<file path="src/rtl/core/lpms_pkg.sv">
// Shared types, constants and helpers for the long-press mode selector.
// Depends on nothing; used by lpms_button and long_press_mode_selector.

package lpms_pkg;

    localparam int unsigned TIME_W  = 32;
    localparam int unsigned HOLD_W  = 16;
    localparam int unsigned LEVEL_W = 8;

    localparam logic [HOLD_W-1:0] HOLD_RESET = 16'd5000;

    localparam logic [LEVEL_W-1:0] LEVEL_FULL = 8'd255;
    localparam logic [LEVEL_W-1:0] LEVEL_HALF = 8'd128;
    localparam logic [LEVEL_W-1:0] LEVEL_OFF  = 8'd0;

    typedef enum logic [1:0] {
        MODE_STD = 2'd0,
        MODE_ECO = 2'd1,
        MODE_MNT = 2'd2
    } mode_t;

    typedef struct packed {
        logic [LEVEL_W-1:0] blue;
        logic [LEVEL_W-1:0] green;
        logic [LEVEL_W-1:0] red;
    } colour_t;

    typedef struct packed {
        logic fire;
        logic locked;
    } btn_status_t;

    // Indicator colour for a mode; the unused code shows as standard.
    function automatic colour_t mode_colour(input logic [1:0] mode);
        colour_t c;
        case (mode)
            MODE_ECO:
            begin
                c.red   = LEVEL_OFF;
                c.green = LEVEL_OFF;
                c.blue  = LEVEL_FULL;
            end
            MODE_MNT:
            begin
                c.red   = LEVEL_FULL;
                c.green = LEVEL_HALF;
                c.blue  = LEVEL_OFF;
            end
            default:
            begin
                c.red   = LEVEL_OFF;
                c.green = LEVEL_FULL;
                c.blue  = LEVEL_OFF;
            end
        endcase
        return c;
    endfunction

endpackage

</file>
<file path="src/rtl/core/lpms_button.sv">
// Long-press tracker for one button, pressed while down is high: press flag, lock flag and press time.
// Depends on lpms_pkg.

module lpms_button
(
    input  logic                               clk,
    input  logic                               rst_n,
    input  logic                               en,
    input  logic                               down,
    input  logic [lpms_pkg::TIME_W-1:0]        now_ms,
    input  logic [lpms_pkg::HOLD_W-1:0]        hold_ms,
    output lpms_pkg::btn_status_t              status
);

    logic                          pressed_reg;
    logic                          pressed_next;
    logic                          locked_reg;
    logic                          locked_next;
    logic [lpms_pkg::TIME_W-1:0]   stamp_reg;
    logic [lpms_pkg::TIME_W-1:0]   stamp_next;
    logic                          new_press;
    logic                          locked_mid;
    logic [lpms_pkg::TIME_W-1:0]   elapsed;
    logic                          fire;

    always_comb
    begin
        new_press    = down && !pressed_reg;
        pressed_next = down;
        stamp_next   = new_press ? now_ms : stamp_reg;
        locked_mid   = new_press ? 1'b0 : locked_reg;
        elapsed      = now_ms - stamp_next;
        fire         = down && !locked_mid &&
                       (elapsed >= {{(lpms_pkg::TIME_W-lpms_pkg::HOLD_W){1'b0}}, hold_ms});
        locked_next  = locked_mid || fire;
    end

    always_ff @(posedge clk or negedge rst_n)
    begin
        if (!rst_n)
        begin
            pressed_reg <= 1'b0;
            locked_reg  <= 1'b0;
            stamp_reg   <= '0;
        end
        else if (en)
        begin
            pressed_reg <= pressed_next;
            locked_reg  <= locked_next;
            stamp_reg   <= stamp_next;
        end
    end

    assign status.fire   = fire;
    assign status.locked = locked_reg;

endmodule

</file>
<file path="src/rtl/core/long_press_mode_selector.sv">
// Top level of the long-press mode selector: stream ports, mode logic and result register.
// Depends on lpms_pkg and lpms_button.

// Each request carries one sample of two active-low buttons and a millisecond
// timestamp, and yields exactly one result with the mode, its LED colour and a
// change flag. A request passes through the input register, then the result
// register, and one request is taken every cycle while the output is not stalled,
// since the button and mode state is updated in the same cycle that loads the result
// register. hold_ms may be written only while no request is in flight.

module long_press_mode_selector
(
    input  logic        clk,
    input  logic        rst_n,
    input  logic        cfg_we,
    input  logic [15:0] cfg_wdata,      // hold_ms
    input  logic        s_axis_tvalid,
    output logic        s_axis_tready,
    input  logic [39:0] s_axis_tdata,   // now_ms[31:0], button1_level[32], button2_level[33]
    output logic        m_axis_tvalid,
    input  logic        m_axis_tready,
    output logic [31:0] m_axis_tdata    // mode[1:0], led_red[9:2], led_green[17:10],
                                        // led_blue[25:18], mode_changed[26]
);

    logic [lpms_pkg::HOLD_W-1:0]  hold_ms_reg;
    logic                         in_valid_reg;
    logic [33:0]                  in_data_reg;
    logic                         out_valid_reg;
    logic [31:0]                  out_data_reg;
    logic [31:0]                  out_data_next;
    logic [1:0]                   active_mode_reg;
    logic [1:0]                   active_mode_next;
    logic                         return_mode_reg;
    logic                         return_mode_next;
    logic                         advance;
    logic [1:0]                   mode_mid;
    logic                         changed;
    lpms_pkg::btn_status_t        btn1;
    lpms_pkg::btn_status_t        btn2;
    lpms_pkg::colour_t            colour;

    assign advance       = in_valid_reg && (!out_valid_reg || m_axis_tready);
    assign s_axis_tready = !in_valid_reg || advance;

    lpms_button u_btn1
    (
        .clk     (clk),
        .rst_n   (rst_n),
        .en      (advance),
        .down    (!in_data_reg[32]),
        .now_ms  (in_data_reg[31:0]),
        .hold_ms (hold_ms_reg),
        .status  (btn1)
    );

    lpms_button u_btn2
    (
        .clk     (clk),
        .rst_n   (rst_n),
        .en      (advance),
        .down    (!in_data_reg[33]),
        .now_ms  (in_data_reg[31:0]),
        .hold_ms (hold_ms_reg),
        .status  (btn2)
    );

    // Button 1 acts first, so button 2 sees the mode that button 1 may have set.
    always_comb
    begin
        mode_mid         = active_mode_reg;
        return_mode_next = return_mode_reg;
        changed          = 1'b0;
        if (btn1.fire)
        begin
            case (active_mode_reg)
                lpms_pkg::MODE_STD:
                begin
                    mode_mid = lpms_pkg::MODE_ECO;
                    changed  = 1'b1;
                end
                lpms_pkg::MODE_ECO:
                begin
                    mode_mid = lpms_pkg::MODE_STD;
                    changed  = 1'b1;
                end
                default:
                begin
                    mode_mid = active_mode_reg;
                end
            endcase
        end
        active_mode_next = mode_mid;
        if (btn2.fire)
        begin
            changed = 1'b1;
            if (mode_mid == lpms_pkg::MODE_MNT)
            begin
                active_mode_next = return_mode_reg ? lpms_pkg::MODE_ECO : lpms_pkg::MODE_STD;
            end
            else
            begin
                return_mode_next = (mode_mid == lpms_pkg::MODE_ECO);
                active_mode_next = lpms_pkg::MODE_MNT;
            end
        end
        colour        = lpms_pkg::mode_colour(active_mode_next);
        out_data_next = {5'd0, changed, colour.blue, colour.green, colour.red, active_mode_next};
    end

    always_ff @(posedge clk or negedge rst_n)
    begin
        if (!rst_n)
        begin
            hold_ms_reg     <= lpms_pkg::HOLD_RESET;
            in_valid_reg    <= 1'b0;
            out_valid_reg   <= 1'b0;
            active_mode_reg <= lpms_pkg::MODE_STD;
            return_mode_reg <= 1'b0;
        end
        else
        begin
            if (cfg_we)
            begin
                hold_ms_reg <= cfg_wdata;
            end
            if (s_axis_tready)
            begin
                in_valid_reg <= s_axis_tvalid;
            end
            if (advance)
            begin
                out_valid_reg   <= 1'b1;
                active_mode_reg <= active_mode_next;
                return_mode_reg <= return_mode_next;
            end
            else if (m_axis_tready)
            begin
                out_valid_reg <= 1'b0;
            end
        end
    end

    always_ff @(posedge clk)
    begin
        if (s_axis_tready && s_axis_tvalid)
        begin
            in_data_reg <= s_axis_tdata[33:0];
        end
        if (advance)
        begin
            out_data_reg <= out_data_next;
        end
    end

    assign m_axis_tvalid = out_valid_reg;
    assign m_axis_tdata  = out_data_reg;

    a_mode_holds: assert property (@(posedge clk) disable iff (!rst_n)
        advance && !changed |=> $stable(active_mode_reg))
        else $error("mode moved without a long press");

    a_lock_after_fire: assert property (@(posedge clk) disable iff (!rst_n)
        advance && btn1.fire |=> btn1.locked)
        else $error("button 1 not locked after firing");

    a_result_loaded: assert property (@(posedge clk) disable iff (!rst_n)
        advance |=> out_valid_reg)
        else $error("processed request produced no result");

endmodule

</file>
<file path="config.mk">
export PLATFORM = sky130hd
export DESIGN_NAME = long_press_mode_selector
export DESIGN_NICKNAME = d
export VERILOG_FILES = /design/src/rtl/core/lpms_pkg.sv /design/src/rtl/core/lpms_button.sv /design/src/rtl/core/long_press_mode_selector.sv
export SDC_FILE = /design/constraint.sdc
export NUM_CORES = 1
export LEC_CHECK = 0
export BUFFER_PORTS_ARGS = -buffer_cell sky130_fd_sc_hd__clkbuf_2
export CAP_MARGIN = 20
export CORE_MARGIN = 5
export CORE_UTILIZATION = 40
export DETAILED_ROUTE_END_ITERATION = 16
export PLACE_DENSITY = 0.64
export SYNTH_ARGS = -nofsm -noshare
export SYNTH_HDL_FRONTEND = slang
export SYNTH_SLANG_ARGS = --single-unit
export TNS_END_PERCENT = 10
</file>
<file path="constraint.sdc">
create_clock -name clk -period 9.57 [get_ports clk]
set_clock_uncertainty 0.1 [all_clocks]
set_input_delay 2.3925 -clock clk [delete_from_list [all_inputs] [get_ports clk]]
set_output_delay 2.3925 -clock clk [all_outputs]
set_load 0.02 [all_outputs]
</file>
# == After elaboration in Yosys (flattened, before gate mapping) ==
# Index checks and enable logic that the tools add are counted.
# word_totals
register_bits,150
input_bits,61
output_inout_bits,34
elab_cells,62
# classes
add_sub_neg,2
magnitude_cmp,2
eq_ne,5
n_mux,14
bitwise_logic,1
n_reduce_logical,24
# ops
operator,n
greater-or-equal comparator 32 x 16 -> 1 bit,2
two-way mux 32 bit,2
subtractor 32 bit,2
case mux 24 bit (2 select lines),1
logical AND 1 bit,8
zero test 1 bit,8
two-way mux 1 bit,7
== test 2 x 1 -> 1 bit (second input constant),3
two-way mux 2 bit,3
== test 2 bit (second input constant),2
logical OR 1 bit,4
case mux 2 bit (2 select lines),1
AND reduction 3 bit,1
zero test 2 bit,1
nonzero test 2 bit,1
OR reduction 2 bit,1
inverter 1 bit,1

# == Depth between registers and ports, before layout ==
# Gate-level depths: netlist (run 1).
# depth
word_depth,12
depth_mapped,31
ltp_nobuf,28

# == Cells and area by module ==
# Synthesis (run 1) repeated with hierarchy kept, for this count alone.
# hier_totals
cells_unflattened,1190
area_unflattened_um2,11066.9
# by_module_without_submodules
mod,n_inst,cells_each,area_per_inst_um2
lpms_button (u_btn1),1,549,4401.7
lpms_button (u_btn2),1,501,4196.5
long_press_mode_selector,1,140,2468.6

# == Worst setup path before layout (run 1) ==
# No wires, ideal clock.
# synth_timing
kind,register -> register
start,register in_data_reg[32]
end,"register out_data_reg[16] (netlist: m_axis_tdata[16]), data pin"
setup_ns,0.261
arrival_ns,6.349
t_required_ns,9.209
setup_slack_ns,2.861
stages_incl_launch_ff,28
period_less_slack_ns,6.709
cell_sequence,edfxtp_1 -> nor2_1 -> clkbuf_1 -> buf_1 -> clkbuf_1 -> mux2i_1 -> ha_1 -> clkbuf_1 -> nand3_1 -> a21oi_1 -> nor2b_1 -> inv_1 -> o211ai_4 -> xor2_1 -> ha_1 -> nand2_1 -> a2bb2oi_1 -> o2111ai_1 -> a211oi_1 -> o2111ai_1 -> or4_1 -> a211oi_1 -> nand4_1 -> nor4_2 -> a221oi_2 -> mux2i_1 -> mux2_2 -> ha_1
# synth_via
elab_chain_cells,12
word_cells_on_any_way,16
cone_classes,add/sub (1); order compare (1); eq/ne (3); mux (6); reduce/logical (5)
# synth_rtl
item,line,rtl
"start, declared",long_press_mode_selector.sv:28,logic [33:0] in_data_reg;
"start signal, assigned",long_press_mode_selector.sv:148,in_data_reg <= s_axis_tdata[33:0];
zero test 1 bit *,long_press_mode_selector.sv:51,".down (!in_data_reg[32]),"
logical AND 1 bit,lpms_button.sv:28,new_press = down && !pressed_reg;
two-way mux 32 bit / two-way mux 1 bit (equally long branches),"lpms_button.sv:30, lpms_button.sv:31",
subtractor 32 bit / zero test 1 bit (equally long branches),"lpms_button.sv:32, lpms_button.sv:33",
greater-or-equal comparator 32 x 16 -> 1 bit / logical AND 1 bit (equally long branches),"lpms_button.sv:34, lpms_button.sv:33",
logical AND 1 bit *,lpms_button.sv:33,fire = down && !locked_mid &&
two-way mux 2 bit *,long_press_mode_selector.sv:74,if (btn1.fire)
== test 2 bit,long_press_mode_selector.sv:97,if (mode_mid == lpms_pkg::MODE_MNT)
two-way mux 2 bit,long_press_mode_selector.sv:97,
two-way mux 2 bit *,long_press_mode_selector.sv:94,if (btn2.fire)
== test 2 bit / == test 2 x 1 -> 1 bit (equally long branches),lpms_pkg.sv:36,case (mode)
case mux 24 bit (2 select lines) *,lpms_pkg.sv:36,
"end signal, assigned",long_press_mode_selector.sv:152,out_data_reg <= out_data_next;
"end, declared",long_press_mode_selector.sv:30,logic [31:0] out_data_reg;
# Every way passes the cells marked *; elsewhere a longest branch is shown, timed or not.
# A chain may end at the register's enable or synchronous reset.

# == Worst setup path after layout (run 1) ==
# Same ends and word-level chain as after synthesis.

==> metrics.cfg, run 1 <==
[clock_network]
h-tree-depth=4
root_buffer=clkbuf_16
ctsHoldBuffers=0
cts_tree=built
clk_latency_ns=0.43
clk_pin_slew_worst_paths_ns=0.06
post_cts_resized=0
cts.sinks=130
cts_inserted_buffers=17
cts_setup_buffers=0
clock_path_buffers=2

[synthesis]
synth-seq-cells=130
synth_cell_types=84
post-synth-top-count-cell=nand2_1
ys_seq_area_frac=0.3319
synthTopCellsByArea=dfrtp_1, edfxtp_1, ha_1
synth_edf_count=41
synthArstFlopShare=0.6846
synth_area_per_cell_sq_um=9.429
syn_area_sq_um=10440
yosysWarnings=0
syn-instance-count=1107
synth_top_area_share=0.2014
ys_top_cells_by_count=nand2_1, ha_1, dfrtp_1, a21oi_1, o21ai_0
synthFlopType=dfrtp_1
synth.largest_area_cell=dfrtp_1

[run]
drv_cap=0

[route]
dr.pass1.iters=5
drt-total-wl_microns=26820
postRouteAntennaNets=0
vias=8642
viasPerCell=5.765
drc=0
post_drt_wl_per_cell_microns=17.89
drt_iter0_drc=707

[worst_setup_path]
critical_path.top_delay_family=simple AND/OR/NAND/NOR gates
start_kind=flip-flop
cp_slowest_cell=edfxtp_1
cp_max_fo=19
crit_path_end_kind=flip-flop
slowest_delay_ns=0.52
arrival_ns=7.26
cp.required_ns=9.65
cp.buffers_inverters=2
rrSetupSlack_ns=2.39
worstPathCellList=nor2_4, buf_4, mux2i_1, ha_1, nand3_1, a21oi_1, nor2b_1, inv_1, o211ai_4, xor2_1, ha_1, nand2_1, a2bb2oi_1, o2111ai_1, a211oi_1, o2111ai_1, or4_1, a211oi_1, nand4_1, nor4_2, a221oi_2, mux2i_1, mux2_2, ha_1
crit_path_frequent_cell=ha_1
worstSetupPathType=reg -> reg

[final_layout]
diodes=0
nFillCells=2478
drive_above_1_share=0.1804
largest_reg_flops=34
finalNetCount=1301
syn_to_final_growth_pct=11.23

[placement]
place_congestion=0.8828
portBuffers=83
post-dp-hpwl_microns=20330

[sta]
fin_crit_ns=7.182
slew_headroom=0.3281
tns_ns=0
worstMarginPinSlew_ns=1.008
rsz0062_at_grt=false
clock.fmax_ghz=0.1392
period_share=0.7504
hold_viol_final=0
drv_slew=0
setup_viol=0

[status]
run_status=finished clean

[global_route]
grt.overflow.total=0
track_usage=0.1837
grt_pass1_vias=8290
grt_max_degree=63
grt_pass1_wl_microns=42960
antenna_found_initial=0

[floorplanning]
core_area_sq_um=25910
start_util=0.4028
io_pins=95
dieArea_sq_um=29420
row_count=59
fp.dieH_microns=171.5
die_w_microns=171.5

[pwr]
fin_total_pwr_mw=3.159
ir_worst_vdd_uv=153.5
leakage_nw=5.075
p_per_area_nw_per_um2=272.1

[worst_hold_path]
hold_path.class=reg -> reg

[metal layers]
layer | global-route usage | routed length (microns) | vias up
li1 | - | - | 4195
met1 | 0.2469 | 12560 | 4186
met2 | 0.3050 | 12520 | 212
met3 | 0.02666 | 1071 | 49
met4 | 0.06063 | 669 | 0
met5 | 0 | 0 | -
[cell type report]
type / count / area, sq um / area share
timing repair buffer: 90 / 470.5 / 0.04052
tap: 335 / 419.2 / 0.03610
sequential: 130 / 3465 / 0.2984
inverter: 50 / 187.7 / 0.01617
clock inverter: 12 / 180.2 / 0.01552
multi-input combinational: 862 / 6441 / 0.5548
clock buffer: 20 / 446.7 / 0.03847
[cell usage in the layout (no fill, tap or decap), types with 8 or more instances in the layout]
| cell | synthesis | final |
|---|---|---|
| mux2i_1 | 54 | 54 |
| a31oi_1 | 19 | 19 |
| xnor2_1 | 31 | 31 |
| o211ai_1 | 9 | 9 |
| nand2_1 | 92 | 92 |
| nand4_1 | 22 | 22 |
| xor2_1 | 15 | 15 |
| edfxtp_1 | 41 | 41 |
| o2111ai_1 | 9 | 9 |
| a21oi_1 | 66 | 66 |
| dfrtp_1 | 84 | 84 |
| clkbuf_16 | 0 | 17 |
| nor2b_1 | 18 | 18 |
| nand2b_1 | 20 | 20 |
| nor2_1 | 57 | 56 |
| nor3_1 | 16 | 16 |
| and2_1 | 14 | 13 |
| ha_1 | 88 | 88 |
| inv_1 | 50 | 50 |
| clkbuf_2 | 0 | 82 |
| and3_1 | 9 | 9 |
| buf_4 | 26 | 8 |
| nand3_1 | 16 | 16 |
| o21a_1 | 10 | 10 |
| a21o_1 | 32 | 32 |
| o21ai_0 | 61 | 61 |
| a211oi_1 | 16 | 16 |
| mux2_2 | 57 | 57 |
[cell families (layout without fill, tap and decap cells)]
family | after synthesis | in the layout | share of synthesized area
other cells | 1 | 5 | 0.0003593
compound gates | 306 | 306 | 0.2050
flops | 130 | 130 | 0.3319
buf+inv | 119 | 172 | 0.05323
fa+ha+maj | 96 | 96 | 0.1141
mux | 111 | 111 | 0.1133
xor+xnor | 47 | 47 | 0.04016
simple gates | 297 | 297 | 0.1419
[tightest hold or removal path, delay by kind of cell (launching register included)]
kind / cells / cell delay [ns]
and+or+nand+nor: 1 / 0.05
AOI/OAI and AO/OA: 1 / 0.06
DFF: 1 / 0.34
[report_power, final]
part	internal, mW	switching (mW)	leakage, nW
registers	0.712	0.106	1.44
logic	0.692	0.938	3.34
clock network	0.444	0.267	0.289
[metrics by stage]
step                hold slack [ns]  area, sq um  instances    util  setup slack [ns]
global route                 0.4093        11610       1499  0.4481             1.912
detailed placement           0.3773        10980       1467  0.4239             2.364
finish                       0.3864        11610       1499  0.4481             2.388
CTS                          0.3871        11610       1499  0.4481             2.356
global placement             0.3645        10980       1467  0.4239             2.429
floorplan                    0.3496        10450       1111       -             2.861
[final timing paths]
kind	from	to	cells past startpoint
min reg2reg	u_btn2.stamp_reg[0]	u_btn2.stamp_reg[0]	2
max in group asynchronous	rst_n	u_btn2.stamp_reg[19]	2
min	u_btn2.stamp_reg[0]	u_btn2.stamp_reg[0]	2
max	in_data_reg[32]	m_axis_tdata[16]	24
max reg2reg	in_data_reg[32]	m_axis_tdata[16]	24
min in group asynchronous	rst_n	u_btn1.stamp_reg[2]	1
Power figures use the tool's default switching activity.
==> run 2, diff against run 1 <==
==> constraint.sdc (replaced) <==
create_clock -name clk -period 7 [get_ports clk]
set_clock_uncertainty 0.1 [all_clocks]
set_input_delay 1.75 -clock clk [delete_from_list [all_inputs] [get_ports clk]]
set_output_delay 1.75 -clock clk [all_outputs]
set_load 0.02 [all_outputs]
==> run 2 against run 1 <==
Effect of this change:
- via count decreased by 0.28%
- final cell count increased by 0.67%
- critical endpoint unchanged
- flip-flop and latch count unchanged
- wire length about the same
- critical path depth increased by 2
- non-clock buffer count increased by 10
- first-iteration DRC count increased by 3.3%
- clock power increased by 38%
- final area increased by 0.78%
- register-to-register slack got worse by 2.0 ns
- die area unchanged
- utilization increased by 0.35 points
==> metrics.cfg, run 2 (synthesis gave the netlist of run 1 again) <==
[final_layout]
diodes=0  ; unchanged
finalNetCount=1311  ; +0.77%
layout_common_cells=nand2_1, ha_1, dfrtp_1
final_common_cell=nand2_1
syn_to_final_growth_pct=12.10
largest_reg_flops=34  ; unchanged
nFillCells=2464  ; -0.56%
drive_above_1_share=0.1891  ; +0.008685

[global_route]
grt_max_degree=56  ; -11%
grt.overflow.total=0  ; unchanged
track_usage=0.1838  ; about the same
grt_pass1_vias=8131  ; -1.9%
grt_pass1_wl_microns=42600  ; -0.84%
antenna_found_initial=0  ; unchanged

[route]
postRouteAntennaNets=0  ; unchanged
viasPerCell=5.711  ; -0.94%
vias=8618  ; -0.28%
drc=0  ; unchanged
drt_iter0_drc=730  ; +3.3%
drt-total-wl_microns=26800  ; about the same
dr.pass1.iters=5  ; unchanged
post_drt_wl_per_cell_microns=17.76  ; -0.74%

[sta]
hold_viol_final=0  ; unchanged
slew_headroom=0.3023  ; -0.02571
fin_ws_ns=0.3953  ; -1.993 ns
drv_slew=0  ; unchanged
tns_ns=0  ; unchanged
setup_viol=0  ; unchanged
period_share=0.9435  ; +0.1931
worstMarginPinSlew_ns=1.046  ; +0.03856 ns
rsz0062_at_grt=false
clock.fmax_ghz=0.1514  ; +8.7%
fin_crit_ns=6.605  ; -0.5771 ns
whs_ns=0.3806  ; -0.005819 ns

[clock_network]
cts_inserted_buffers=17  ; unchanged
clock_path_buffers=2  ; unchanged
clk_latency_ns=0.44  ; about the same
cts.sinks=130  ; unchanged
clk_pin_slew_worst_paths_ns=0.07  ; about the same
h-tree-depth=4  ; unchanged
cts_tree=built
root_buffer=clkbuf_16

[placement]
post-dp-hpwl_microns=20230  ; -0.49%
portBuffers=83  ; unchanged
place_ws_ns=0.4106  ; -1.954 ns
place_congestion=0.9136  ; +3.5%

[pwr]
leakage_nw=5.152  ; +1.5%
p_per_area_nw_per_um2=372.4  ; +37%
switchingPower_mw=1.820  ; +39%
comb_power_share=0.518  ; +0.002
fin_total_pwr_mw=4.357  ; +38%
switching_share=0.4178  ; +0.002808
p_clk_frac=0.225  ; about the same
pwr-share-seq=0.257  ; -0.002
ir_worst_vdd_uv=178.3  ; +16%
intPower_mw=2.537  ; +37%

[floorplanning]
core_area_sq_um=25910  ; unchanged
fp.dieH_microns=171.5  ; unchanged
die_w_microns=171.5  ; unchanged
row_count=59  ; unchanged
io_pins=95  ; unchanged
dieArea_sq_um=29420  ; unchanged
start_util=0.4028  ; unchanged

[worst_hold_path]
hold_path.class=reg -> reg

[worst_setup_path]
cp.required_ns=7.09  ; -2.56 ns
arrival_ns=6.70  ; -0.56 ns
crit_path_frequent_cell=ha_1
cp_max_fo=5  ; -14
crit_path_end_kind=flip-flop
slowest_delay_ns=0.48  ; -0.04 ns
worstSetupPathType=reg -> reg
start_kind=flip-flop
cp_slowest_cell=or4_1

[status]
run_status=finished clean

[run]
drv_cap=0  ; unchanged

[run 2: cell types whose count changed in the layout (fill, tap and decap cells not counted), sizes merged]
| cell | delta |
|---|---|
| buf | +10 |
| clkinv | +8 |
| clkinvlp | -5 |
| clkbuf | -3 |
[run 2: critical path: cells and delay by family, from the launching register on]
| family | cells | cell delay, ns |
|---|---|---|
| fa+ha+maj | 4 | 1.00 |
| simple gates | 5 | 1.43 |
| mux | 2 | 0.47 |
| compound gates | 13 | 2.65 |
| flops | 1 | 0.45 |
| buf+inv | 1 | 0.08 |
| xor+xnor | 1 | 0.16 |
[run 2: per-stage QoR]
step                      area, sq um  std cells    util
after floorplan                 10450       1111       -
final                           11700       1509  0.4515
after detailed placement        11040       1475  0.4262
after global routing            11700       1509  0.4515
after CTS                       11680       1507  0.4506
after global placement          11040       1475  0.4262
[run 2: area by class of cell]
class                           count  area [sq um]  share of cell area
Tap cell                          335         419.2             0.03582
Multi-Input combinational cell    862          6450              0.5513
Timing Repair Buffer              100         545.5             0.04663
Sequential cell                   130          3465              0.2961
Clock buffer                       17         425.4             0.03636
Clock inverter                     15         207.7             0.01775
Inverter                           50         187.7             0.01604
[run 2: path summary, 6_finish.rpt]
path,from,to,slack (ns),cells past startpoint
setup / recovery,u_btn1.pressed_reg,m_axis_tdata[16],0.40,26
hold / removal,u_btn2.stamp_reg[5],u_btn2.stamp_reg[5],0.38,2
setup reg to reg,u_btn1.pressed_reg,m_axis_tdata[16],0.40,26
hold reg to reg,u_btn2.stamp_reg[5],u_btn2.stamp_reg[5],0.38,2
max in group asynchronous,rst_n,u_btn1.stamp_reg[25],4.50,2
min in group asynchronous,rst_n,u_btn1.stamp_reg[4],1.17,1
[run 2: metal layers]
metal	part of all wire	global-route usage
met5	0	0
met4	0.024	0.06235
met3	0.044	0.02781
met1	0.47	0.2517
met2	0.46	0.2982
[run 2: timing repair]
| action | 4_1_cts | 5_1_grt |
|---|---|---|
| hold buffers | 0 | 0 |
| buffers inserted | 0 | 2 |
| endpoints found under the setup margin | 0 | 4 |
| resized for setup | 0 | 1 |
[run 2: power by group through the flow]
stage	clock [mW]	sequential (mW)	combinational (mW)
after floorplan	0	1.10	1.77
after global placement	0	1.12	2.18
after detailed placement	0	1.13	2.22
after CTS	0.996	1.12	2.24
after global routing	1.03	1.14	2.51
final	0.982	1.12	2.26
